$ cat src/rtl/tsd_pkg.sv
// Shared types, constants and table functions of the timestamp difference block.
package tsd_pkg;

   localparam int unsigned DAY_W  = 16;   // day count since 2000, up to year offset 127
   localparam int unsigned TOD_W  = 27;   // ms of day, fields at face value
   localparam int unsigned PROD_W = 44;   // signed day difference times ms per day
   localparam int unsigned EXACT_W = 45;  // signed exact difference

   localparam logic [TOD_W-1:0] MS_PER_HOUR   = TOD_W'(3600000);
   localparam logic [TOD_W-1:0] MS_PER_MINUTE = TOD_W'(60000);
   localparam logic signed [TOD_W:0] MS_PER_DAY = (TOD_W+1)'(86400000);

   localparam logic [8:0] DAYS_LEAP   = 9'd366;
   localparam logic [8:0] DAYS_COMMON = 9'd365;
   localparam logic [6:0] YEAR_2100   = 7'd100;

   typedef struct packed {
      logic [6:0]  year;
      logic [3:0]  month;
      logic [4:0]  day;
      logic [4:0]  hour;
      logic [5:0]  minute;
      logic [15:0] millis;
   } stamp_type;

   typedef enum logic [2:0] {
      ST_IDLE,
      ST_YEARS,
      ST_MONTHS,
      ST_MULTIPLY,
      ST_FINISH
   } state_type;

   typedef struct packed {
      logic load;         // capture both stamps, clear sums
      logic year_step;    // add one year length to each sum still short of its year
      logic month_start;  // add day of month, restart counter at January
      logic month_step;   // add one month length to each sum still short of its month
      logic multiply;     // day difference times ms per day, ms-of-day difference
      logic publish;      // final sum into the output register
   } cmd_type;

   typedef struct packed {
      logic years_done;
      logic months_done;
      logic out_free;
   } status_type;

   // Gregorian rule on 2000 + offset; within 0..127 only 2100 breaks the rule of four.
   function automatic logic leap_of(input logic [6:0] year);
      return (year[1:0] == 2'b00) && (year != YEAR_2100);
   endfunction

   function automatic logic [4:0] month_len(input logic leap, input logic [3:0] month);
      logic [4:0] len;
      case (month)
         4'd1, 4'd3, 4'd5, 4'd7, 4'd8, 4'd10, 4'd12: len = 5'd31;
         4'd4, 4'd6, 4'd9, 4'd11:                     len = 5'd30;
         4'd2:                                        len = leap ? 5'd29 : 5'd28;
         default:                                     len = 5'd0;
      endcase
      return len;
   endfunction

endpackage

$ cat src/rtl/tsd_ctrl.sv
// Sequencer of the timestamp difference block: years, months, multiply, publish.
module tsd_ctrl (
   input  logic                   clock,
   input  logic                   reset,
   input  logic                   req_tvalid,
   output logic                   req_tready,
   input  tsd_pkg::status_type    status,
   output tsd_pkg::cmd_type       cmd
);

   tsd_pkg::state_type state_ff, state_in;

   always_ff @(posedge clock) begin
      if (reset) begin
         state_ff <= tsd_pkg::ST_IDLE;
      end else begin
         state_ff <= state_in;
      end
   end

   always_comb begin
      state_in = state_ff;
      case (state_ff)
         tsd_pkg::ST_IDLE: begin
            if (req_tvalid) state_in = tsd_pkg::ST_YEARS;
         end
         tsd_pkg::ST_YEARS: begin
            if (status.years_done) state_in = tsd_pkg::ST_MONTHS;
         end
         tsd_pkg::ST_MONTHS: begin
            if (status.months_done) state_in = tsd_pkg::ST_MULTIPLY;
         end
         tsd_pkg::ST_MULTIPLY: begin
            state_in = tsd_pkg::ST_FINISH;
         end
         tsd_pkg::ST_FINISH: begin
            if (status.out_free) state_in = tsd_pkg::ST_IDLE;
         end
         default: state_in = tsd_pkg::ST_IDLE;
      endcase
   end

   always_comb begin
      cmd        = '0;
      req_tready = 1'b0;
      case (state_ff)
         tsd_pkg::ST_IDLE: begin
            req_tready = 1'b1;
            cmd.load   = req_tvalid;
         end
         tsd_pkg::ST_YEARS: begin
            cmd.year_step   = !status.years_done;
            cmd.month_start = status.years_done;
         end
         tsd_pkg::ST_MONTHS: begin
            cmd.month_step = !status.months_done;
         end
         tsd_pkg::ST_MULTIPLY: begin
            cmd.multiply = 1'b1;
         end
         tsd_pkg::ST_FINISH: begin
            cmd.publish = status.out_free;
         end
         default: begin
            cmd = '0;
         end
      endcase
   end

endmodule

$ cat src/rtl/tsd_datapath.sv
// Datapath: day sums, ms-of-day values, day product and the output register.
module tsd_datapath (
   input  logic                   clock,
   input  logic                   reset,
   input  tsd_pkg::stamp_type     first_stamp,
   input  tsd_pkg::stamp_type     second_stamp,
   input  tsd_pkg::cmd_type       cmd,
   output tsd_pkg::status_type    status,
   output logic                   rsp_tvalid,
   input  logic                   rsp_tready,
   output logic [31:0]            difference_ms,
   output logic                   overflowed
);

   localparam int unsigned DW = tsd_pkg::DAY_W;
   localparam int unsigned TW = tsd_pkg::TOD_W;

   tsd_pkg::stamp_type first_ff, second_ff;
   logic [6:0]                      cnt_ff;
   logic [DW-1:0]                   days1_ff, days2_ff;
   logic [TW-1:0]                   tod1_ff, tod2_ff;
   logic [TW-1:0]                   tod1_in, tod2_in;
   logic signed [tsd_pkg::PROD_W-1:0] prod_ff, prod_in;
   logic signed [TW:0]              tod_diff_ff, tod_diff_in;
   logic signed [DW:0]              day_delta;
   logic signed [tsd_pkg::EXACT_W-1:0] exact;
   logic                            leap1, leap2, year_leap;
   logic [8:0]                      year_len;
   logic [4:0]                      mlen1, mlen2;
   logic                            valid_ff;
   logic [31:0]                     diff_ff;
   logic                            ovf_ff, ovf_in;

   assign tod1_in = TW'(first_stamp.hour) * tsd_pkg::MS_PER_HOUR
                  + TW'(first_stamp.minute) * tsd_pkg::MS_PER_MINUTE
                  + TW'(first_stamp.millis);
   assign tod2_in = TW'(second_stamp.hour) * tsd_pkg::MS_PER_HOUR
                  + TW'(second_stamp.minute) * tsd_pkg::MS_PER_MINUTE
                  + TW'(second_stamp.millis);

   // the year being counted is the same for both sums
   assign year_leap = tsd_pkg::leap_of(cnt_ff);
   assign year_len  = year_leap ? tsd_pkg::DAYS_LEAP : tsd_pkg::DAYS_COMMON;
   assign leap1     = tsd_pkg::leap_of(first_ff.year);
   assign leap2     = tsd_pkg::leap_of(second_ff.year);
   assign mlen1     = tsd_pkg::month_len(leap1, cnt_ff[3:0]);
   assign mlen2     = tsd_pkg::month_len(leap2, cnt_ff[3:0]);

   assign day_delta   = $signed({1'b0, days1_ff}) - $signed({1'b0, days2_ff});
   assign prod_in     = day_delta * tsd_pkg::MS_PER_DAY;
   assign tod_diff_in = $signed({1'b0, tod1_ff}) - $signed({1'b0, tod2_ff});
   assign exact       = tsd_pkg::EXACT_W'(prod_ff) + tsd_pkg::EXACT_W'(tod_diff_ff);
   // fits in 32 bits only when bits 44..31 are all equal
   assign ovf_in      = !((&exact[tsd_pkg::EXACT_W-1:31]) || !(|exact[tsd_pkg::EXACT_W-1:31]));

   assign status.years_done  = (cnt_ff >= first_ff.year) && (cnt_ff >= second_ff.year);
   assign status.months_done = (cnt_ff >= {3'b000, first_ff.month})
                            && (cnt_ff >= {3'b000, second_ff.month});
   assign status.out_free    = !valid_ff || rsp_tready;

   always_ff @(posedge clock) begin
      if (cmd.load) begin
         first_ff  <= first_stamp;
         second_ff <= second_stamp;
         tod1_ff   <= tod1_in;
         tod2_ff   <= tod2_in;
         cnt_ff    <= '0;
         days1_ff  <= '0;
         days2_ff  <= '0;
      end else if (cmd.year_step) begin
         if (cnt_ff < first_ff.year)  days1_ff <= days1_ff + DW'(year_len);
         if (cnt_ff < second_ff.year) days2_ff <= days2_ff + DW'(year_len);
         cnt_ff <= cnt_ff + 7'd1;
      end else if (cmd.month_start) begin
         days1_ff <= days1_ff + DW'(first_ff.day);
         days2_ff <= days2_ff + DW'(second_ff.day);
         cnt_ff   <= 7'd1;
      end else if (cmd.month_step) begin
         if (cnt_ff < {3'b000, first_ff.month})  days1_ff <= days1_ff + DW'(mlen1);
         if (cnt_ff < {3'b000, second_ff.month}) days2_ff <= days2_ff + DW'(mlen2);
         cnt_ff <= cnt_ff + 7'd1;
      end
      if (cmd.multiply) begin
         prod_ff     <= prod_in;
         tod_diff_ff <= tod_diff_in;
      end
      if (cmd.publish) begin
         diff_ff <= exact[31:0];
         ovf_ff  <= ovf_in;
      end
   end

   always_ff @(posedge clock) begin
      if (reset) begin
         valid_ff <= 1'b0;
      end else if (cmd.publish) begin
         valid_ff <= 1'b1;
      end else if (rsp_tready) begin
         valid_ff <= 1'b0;
      end
   end

   assign rsp_tvalid    = valid_ff;
   assign difference_ms = diff_ff;
   assign overflowed    = ovf_ff;

endmodule

$ cat src/rtl/timestamp_difference_ms.sv
// Top level: signed millisecond difference of two calendar timestamps.
//
// Usage: one transfer on req_ carries both timestamps (first minus second is
// returned). One transfer on rsp_ carries the 32-bit wrapped difference in
// rsp_tdata and an overflow flag in rsp_tuser.
// The day counts step one year per cycle, add the day of month, then step one
// month per cycle through a shared counter; the day product is registered in
// its own state, and the publish into the output register follows.
// One item is in work at a time; req_tready is high only while the sequencer is
// idle, so the next request is taken at the earliest in the cycle after a publish.
// The result sits in an output register, so a new request is taken while an
// earlier result still waits on rsp_tready. If the receiver stalls long
// enough, the next result waits in the sequencer until the register frees.
// Reset (synchronous, active high) returns the sequencer to idle and drops
// rsp_tvalid; no other state survives an item.
module timestamp_difference_ms (
   input  logic        clock,
   input  logic        reset,
   input  logic        req_tvalid,
   output logic        req_tready,
   // [15:0] first_millis, [21:16] first_minute, [26:22] first_hour,
   // [31:27] first_day, [35:32] first_month, [42:36] first_year,
   // [58:43] second_millis, [64:59] second_minute, [69:65] second_hour,
   // [74:70] second_day, [78:75] second_month, [85:79] second_year, [87:86] zero
   input  logic [87:0] req_tdata,
   output logic        rsp_tvalid,
   input  logic        rsp_tready,
   // [31:0] difference_ms
   output logic [31:0] rsp_tdata,
   // [0] overflowed
   output logic        rsp_tuser
);

   tsd_pkg::stamp_type  first_stamp, second_stamp;
   tsd_pkg::cmd_type    cmd;
   tsd_pkg::status_type status;

   always_comb begin
      first_stamp.millis  = req_tdata[15:0];
      first_stamp.minute  = req_tdata[21:16];
      first_stamp.hour    = req_tdata[26:22];
      first_stamp.day     = req_tdata[31:27];
      first_stamp.month   = req_tdata[35:32];
      first_stamp.year    = req_tdata[42:36];
      second_stamp.millis = req_tdata[58:43];
      second_stamp.minute = req_tdata[64:59];
      second_stamp.hour   = req_tdata[69:65];
      second_stamp.day    = req_tdata[74:70];
      second_stamp.month  = req_tdata[78:75];
      second_stamp.year   = req_tdata[85:79];
   end

   tsd_ctrl u_ctrl (
      .clock      (clock),
      .reset      (reset),
      .req_tvalid (req_tvalid),
      .req_tready (req_tready),
      .status     (status),
      .cmd        (cmd)
   );

   tsd_datapath u_datapath (
      .clock         (clock),
      .reset         (reset),
      .first_stamp   (first_stamp),
      .second_stamp  (second_stamp),
      .cmd           (cmd),
      .status        (status),
      .rsp_tvalid    (rsp_tvalid),
      .rsp_tready    (rsp_tready),
      .difference_ms (rsp_tdata),
      .overflowed    (rsp_tuser)
   );

   // at most one datapath command in any cycle
   assert property (@(posedge clock) disable iff (reset) $onehot0(cmd))
      else $error("tsd: overlapping datapath commands");

   // a taken request blocks further requests until its result is published
   assert property (@(posedge clock) disable iff (reset)
      (req_tvalid && req_tready) |=> !req_tready)
      else $error("tsd: request taken while an item is in work");

   // a fresh result only follows a publish command
   assert property (@(posedge clock) disable iff (reset)
      $rose(rsp_tvalid) |-> $past(cmd.publish))
      else $error("tsd: result valid without publish");

   // publishing only into a free output register
   assert property (@(posedge clock) disable iff (reset)
      cmd.publish |-> (!rsp_tvalid || rsp_tready))
      else $error("tsd: result overwritten before transfer");

endmodule

$ cat config.mk
export PLATFORM = sky130hd
export DESIGN_NAME = timestamp_difference_ms
export DESIGN_NICKNAME = d
export VERILOG_FILES = /design/src/rtl/tsd_pkg.sv /design/src/rtl/tsd_ctrl.sv /design/src/rtl/tsd_datapath.sv /design/src/rtl/timestamp_difference_ms.sv
export SDC_FILE = /design/constraint.sdc
export NUM_CORES = 1
export LEC_CHECK = 0
export BUFFER_PORTS_ARGS = -buffer_cell sky130_fd_sc_hd__buf_2
export CELL_PAD_IN_SITES_DETAIL_PLACEMENT = 1
export CELL_PAD_IN_SITES_GLOBAL_PLACEMENT = 2
export CORE_UTILIZATION = 41
export DETAILED_ROUTE_END_ITERATION = 8
export GPL_ROUTABILITY_DRIVEN = 0
export GPL_TIMING_DRIVEN = 0
export PLACE_DENSITY_LB_ADDON = 0.12
export SKIP_LAST_GASP = 1
export SLEW_MARGIN = 20
export SYNTH_ARGS = -nofsm -noshare
export SYNTH_HDL_FRONTEND = slang
export SYNTH_SLANG_ARGS = --single-unit
export TNS_END_PERCENT = 1
$ cat constraint.sdc
create_clock -name clock -period 9.26 [get_ports clock]
set_input_delay 2.778 -clock clock [delete_from_list [all_inputs] [get_ports clock]]
set_output_delay 2.778 -clock clock [all_outputs]
set_load 0.01 [all_outputs]
==> impl_metrics.csv <==
group,metric,value,unit
synthesis,synthMostInstantiatedCell,"sky130_fd_sc_hd__inv_1",
final_layout,insertedDiodeCount,0,
synthesis,synth_seq_area_share,25.2,%
sta,tightestPinTransition,1000,ps
die,row_count,90,
synthesis,synth_top_cell_area_share,23.6,%
route,routedWlPerCell,17.1,um
setup_path,worst_r2r_path_depth,32,
synthesis,synth_cell_types,79,
synthesis,synth_ff_type,"sky130_fd_sc_hd__edfxtp_1",
die,chipWidth,249,um
clocking,tritoncts,"done",
sta,max-slew-margin-rel,32.7,%
clocking,htree_num_levels,1,
setup_path,critical_path.startpoint_type,"register",
die,core_area,60200,um2
run_status,status,"finished, final reports clean",
grt,grt_antenna_before_repair,3,
synthesis,area_contributors_post_synth,"sky130_fd_sc_hd__ha_1 24%, sky130_fd_sc_hd__edfxtp_1 22%, sky130_fd_sc_hd__fa_1 13%, sky130_fd_sc_hd__inv_1 7.1%, sky130_fd_sc_hd__xnor2_1 5.3%",
grt,met1_track_usage_gr,25.1,%
synthesis,synth_async_sr_flop_share,0,%
synthesis,warning_count_from_the_yosys_run,0,
placed_design,dpl.hpwl,51300,um
clocking,cts.root.buffer_cell,"sky130_fd_sc_hd__clkbuf_16",
route,initial_drc_count,540,
die,starting_density_of_the_core,41.4,%
sta,slew_violations,0,
placed_design,portBuffers,124,
final_layout,layout-area-overhead-vs-synth,10.9,%
synthesis,syn-cell-area,24900,um2
die,die_area,61800,um2
grt,met2_usage_grt,36.1,%
route,postRouteAntennaNets,0,
synthesis,netlist_top_cells_count,"472 x sky130_fd_sc_hd__inv_1, 471 x sky130_fd_sc_hd__ha_1, 181 x sky130_fd_sc_hd__edfxtp_1",
setup_path,worst_ep_required,9670,ps
grt,grt_overflow,0,
grt,layer_with_the_highest_usage,"met2",
route,wirelength,60500,um
setup_path,cpMaxStageDelayCell,"sky130_fd_sc_hd__a2111oi_2",
clocking,clk_pin_slew_worst_paths,70,ps
clocking,clkSinkCount,224,
grt,grt_use_met3,1.91,%
route,number_of_optimization_iterations_in_the_first_detailed_route_pass,5,
setup_path,setup.reg_to_reg.worst_slack,370,ps
synthesis,synth.largest_area_cell,"sky130_fd_sc_hd__ha_1",
clocking,cts_buffers,27,
sta,rsz0062_at_grt,"true",
clocking,max-clock-path-buffers,3,
grt,grt_util_all_layers,19.8,%
grt,grt_first_pass_wirelength,100000,um
sta,final-hold-violation-count,0,
grt,first_global_vias,19800,
setup_path,r2r_path_end,"u_datapath.prod_ff[40]$_DFFE_PP_",
setup_path,crit_path_max_incr_delay,570,ps
grt,grt_start_max_net_pins,55,
sta,final.min_clock_period,8890,ps
setup_path,critical_path.max_fanout,5,
route,vias_per_cell,5.17,
setup_path,worst_setup_path_end_kind,"register",
worst_hold_path,min_path_cells,0,
worst_hold_path,worstHoldEndpoint,"u_datapath.difference_ms[8]$_DFFE_PP_",
synthesis,synth-seq-cells,224,
sta,maxClockFrequency,113,MHz
sta,setup_violators_final,0,
die,design.portCount,127,
run,max-cap-violations,0,
setup_path,worstReg2RegStart,"u_datapath.days2_ff[2]$_SDFFE_PP0P_",
die,chipHeight,249,um
final_layout,drive_gt1_share,7.47,%
route,via_count,18300,
synthesis,syn-instance-count,2581,
setup_path,setup_crit_path_kind,"reg2reg",
worst_hold_path,hold_class,"reg2reg",
clocking,cts_setup_buffers,0,
synthesis,syn-num-nets,3300,
worst_hold_path,worst_hold_startpoint,"u_datapath.tod_diff_ff[8]$_DFFE_PP_",
route,remaining_drc_errors,0,
setup_path,timing.critical_path.arrival,9290,ps
final_layout,design.final.nets,3456,
final_layout,finish.utilization,45.9,%
sta,finalCritPeriodShare,96.0,%
clocking,clock_insertion_delay_worst_skew,560,ps
setup_path,critPathLaunch,"u_datapath.days2_ff[2]$_SDFFE_PP0P_",
synthesis,syn_avg_cell_area,9.66,um2
sta,fin_worst_skew,29.4,ps
synthesis,synth-edff-count,181,
==> cells by family (layout without fill, tap and decap cells) <==
family	count (synthesis)	in the layout	synth area share [%]
adder cells (fa/ha/maj)	627	627	36.2
AND/OR/NAND/NOR	501	501	9.94
flip-flops	224	224	25.2
XOR/XNOR	217	217	7.62
buffers and inverters	498	674	7.50
AO/OA/AOI/OAI	509	509	13.3
multiplexers	5	5	0.201
==> flip-flops by register name, summed over array words and instances, names as in the netlist <==
signal                    count
u_datapath.tod2_ff           27
u_datapath.rsp_tvalid         1
u_datapath.tod_diff_ff       28
u_datapath.second_ff         16
u_datapath.difference_ms     32
u_datapath.overflowed         1
u_datapath.days1_ff          16
u_datapath.prod_ff           34
u_datapath.days2_ff          16
u_datapath.tod1_ff           27
u_ctrl.state_ff               3
u_datapath.cnt_ff             7
u_datapath.first_ff          16
==> layer usage <==
metal | wire, um | up-vias
li1 | - | 9170
met1 | 27600 | 8924
met2 | 30400 | 132
met3 | 1370 | 58
met4 | 1120 | 0
met5 | 0 | -
==> area by class of cell <==
type                            count  area (um2)
Clock buffer                       33         771
Inverter                          477        1790
Buffer                             21        82.6
Tap cell                          782         978
Timing Repair Buffer              127         703
Multi-Input combinational cell   1859       16800
Sequential cell                   224        6300
Fill cell                        6846       32600
Clock inverter                     16         214
==> critical path: cells and delay by family, from the launching register on <==
| kind | cells | cell delay (ps) |
|---|---|---|
| adder cells (fa/ha/maj) | 8 | 3220 |
| AND/OR/NAND/NOR | 5 | 1230 |
| flip-flops | 1 | 340 |
| AO/OA/AOI/OAI | 13 | 2960 |
| buffers and inverters | 4 | 460 |
| XOR/XNOR | 2 | 520 |
==> worst max path at each step <==
stage / end / slack (ps) / cells after the start
after CTS: u_datapath.prod_ff[40]$_DFFE_PP_ / 90 / 33
after global placement: u_datapath.prod_ff[40]$_DFFE_PP_ / 90 / 32
after global routing: u_datapath.prod_ff[40]$_DFFE_PP_ / -50 / 32
final: u_datapath.prod_ff[40]$_DFFE_PP_ / 370 / 32
after detailed placement: u_datapath.prod_ff[40]$_DFFE_PP_ / -50 / 32
after floorplan: u_datapath.prod_ff[40]$_DFFE_PP_ / 1210 / 32
==> through the flow <==
stage / cells / area, um2 / TNS, ps / setup slack [ps] / hold slack, ps
after floorplan: 2581 / 24900 / 0 / 1210 / 400
after global placement: 3487 / 26500 / 0 / 94.6 / 402
after global routing: 3539 / 27700 / -48.1 / -48.1 / 424
after detailed placement: 3490 / 26600 / -54.0 / -54.0 / 406
final: 3539 / 27700 / 0 / 373 / 417
after CTS: 3539 / 27600 / 0 / 93.5 / 420
==> layout by cell type (no fill, tap or decap), types with 6 or more instances in the layout <==
| master | synthesis | routed |
|---|---|---|
| sky130_fd_sc_hd__nand2_1 | 94 | 94 |
| sky130_fd_sc_hd__nor4_1 | 7 | 7 |
| sky130_fd_sc_hd__xor2_1 | 67 | 66 |
| sky130_fd_sc_hd__a21boi_0 | 6 | 6 |
| sky130_fd_sc_hd__fa_1 | 156 | 156 |
| sky130_fd_sc_hd__and3_1 | 23 | 23 |
| sky130_fd_sc_hd__o21ai_0 | 49 | 49 |
| sky130_fd_sc_hd__a21o_1 | 77 | 77 |
| sky130_fd_sc_hd__o31ai_1 | 9 | 7 |
| sky130_fd_sc_hd__nand4_1 | 21 | 21 |
| sky130_fd_sc_hd__o21bai_1 | 25 | 25 |
| sky130_fd_sc_hd__o21a_1 | 32 | 32 |
| sky130_fd_sc_hd__a21boi_1 | 6 | 6 |
| sky130_fd_sc_hd__clkbuf_16 | 0 | 29 |
| sky130_fd_sc_hd__clkbuf_1 | 20 | 20 |
| sky130_fd_sc_hd__a31oi_1 | 20 | 20 |
| sky130_fd_sc_hd__xnor2_1 | 150 | 147 |
| sky130_fd_sc_hd__nor3_1 | 40 | 40 |
| sky130_fd_sc_hd__edfxtp_1 | 181 | 181 |
| sky130_fd_sc_hd__buf_2 | 0 | 124 |
| sky130_fd_sc_hd__nor2_1 | 153 | 152 |
| sky130_fd_sc_hd__ha_1 | 471 | 471 |
| sky130_fd_sc_hd__a211oi_1 | 15 | 15 |
| sky130_fd_sc_hd__nand3_1 | 42 | 42 |
| sky130_fd_sc_hd__and2_1 | 6 | 6 |
| sky130_fd_sc_hd__o211ai_1 | 17 | 17 |
| sky130_fd_sc_hd__o21ai_1 | 36 | 36 |
| sky130_fd_sc_hd__or2_2 | 9 | 9 |
| sky130_fd_sc_hd__nor2b_1 | 29 | 29 |
| sky130_fd_sc_hd__a21oi_1 | 157 | 157 |
| sky130_fd_sc_hd__nand2b_1 | 23 | 23 |
| sky130_fd_sc_hd__dfxtp_1 | 43 | 43 |
| sky130_fd_sc_hd__or3_1 | 23 | 23 |
| sky130_fd_sc_hd__inv_1 | 472 | 472 |
==> timing repair <==
action | 4_1_cts | 5_1_grt
endpoints found under the setup margin | 1 | 5
resized for setup | 2 | 3
endpoints found under the hold margin | 0 | 0
hold buffers | 0 | 0
Power is left out: the tool's default activity adds up to more than one toggle a clock period on the data nets, which glitch-free logic cannot reach.
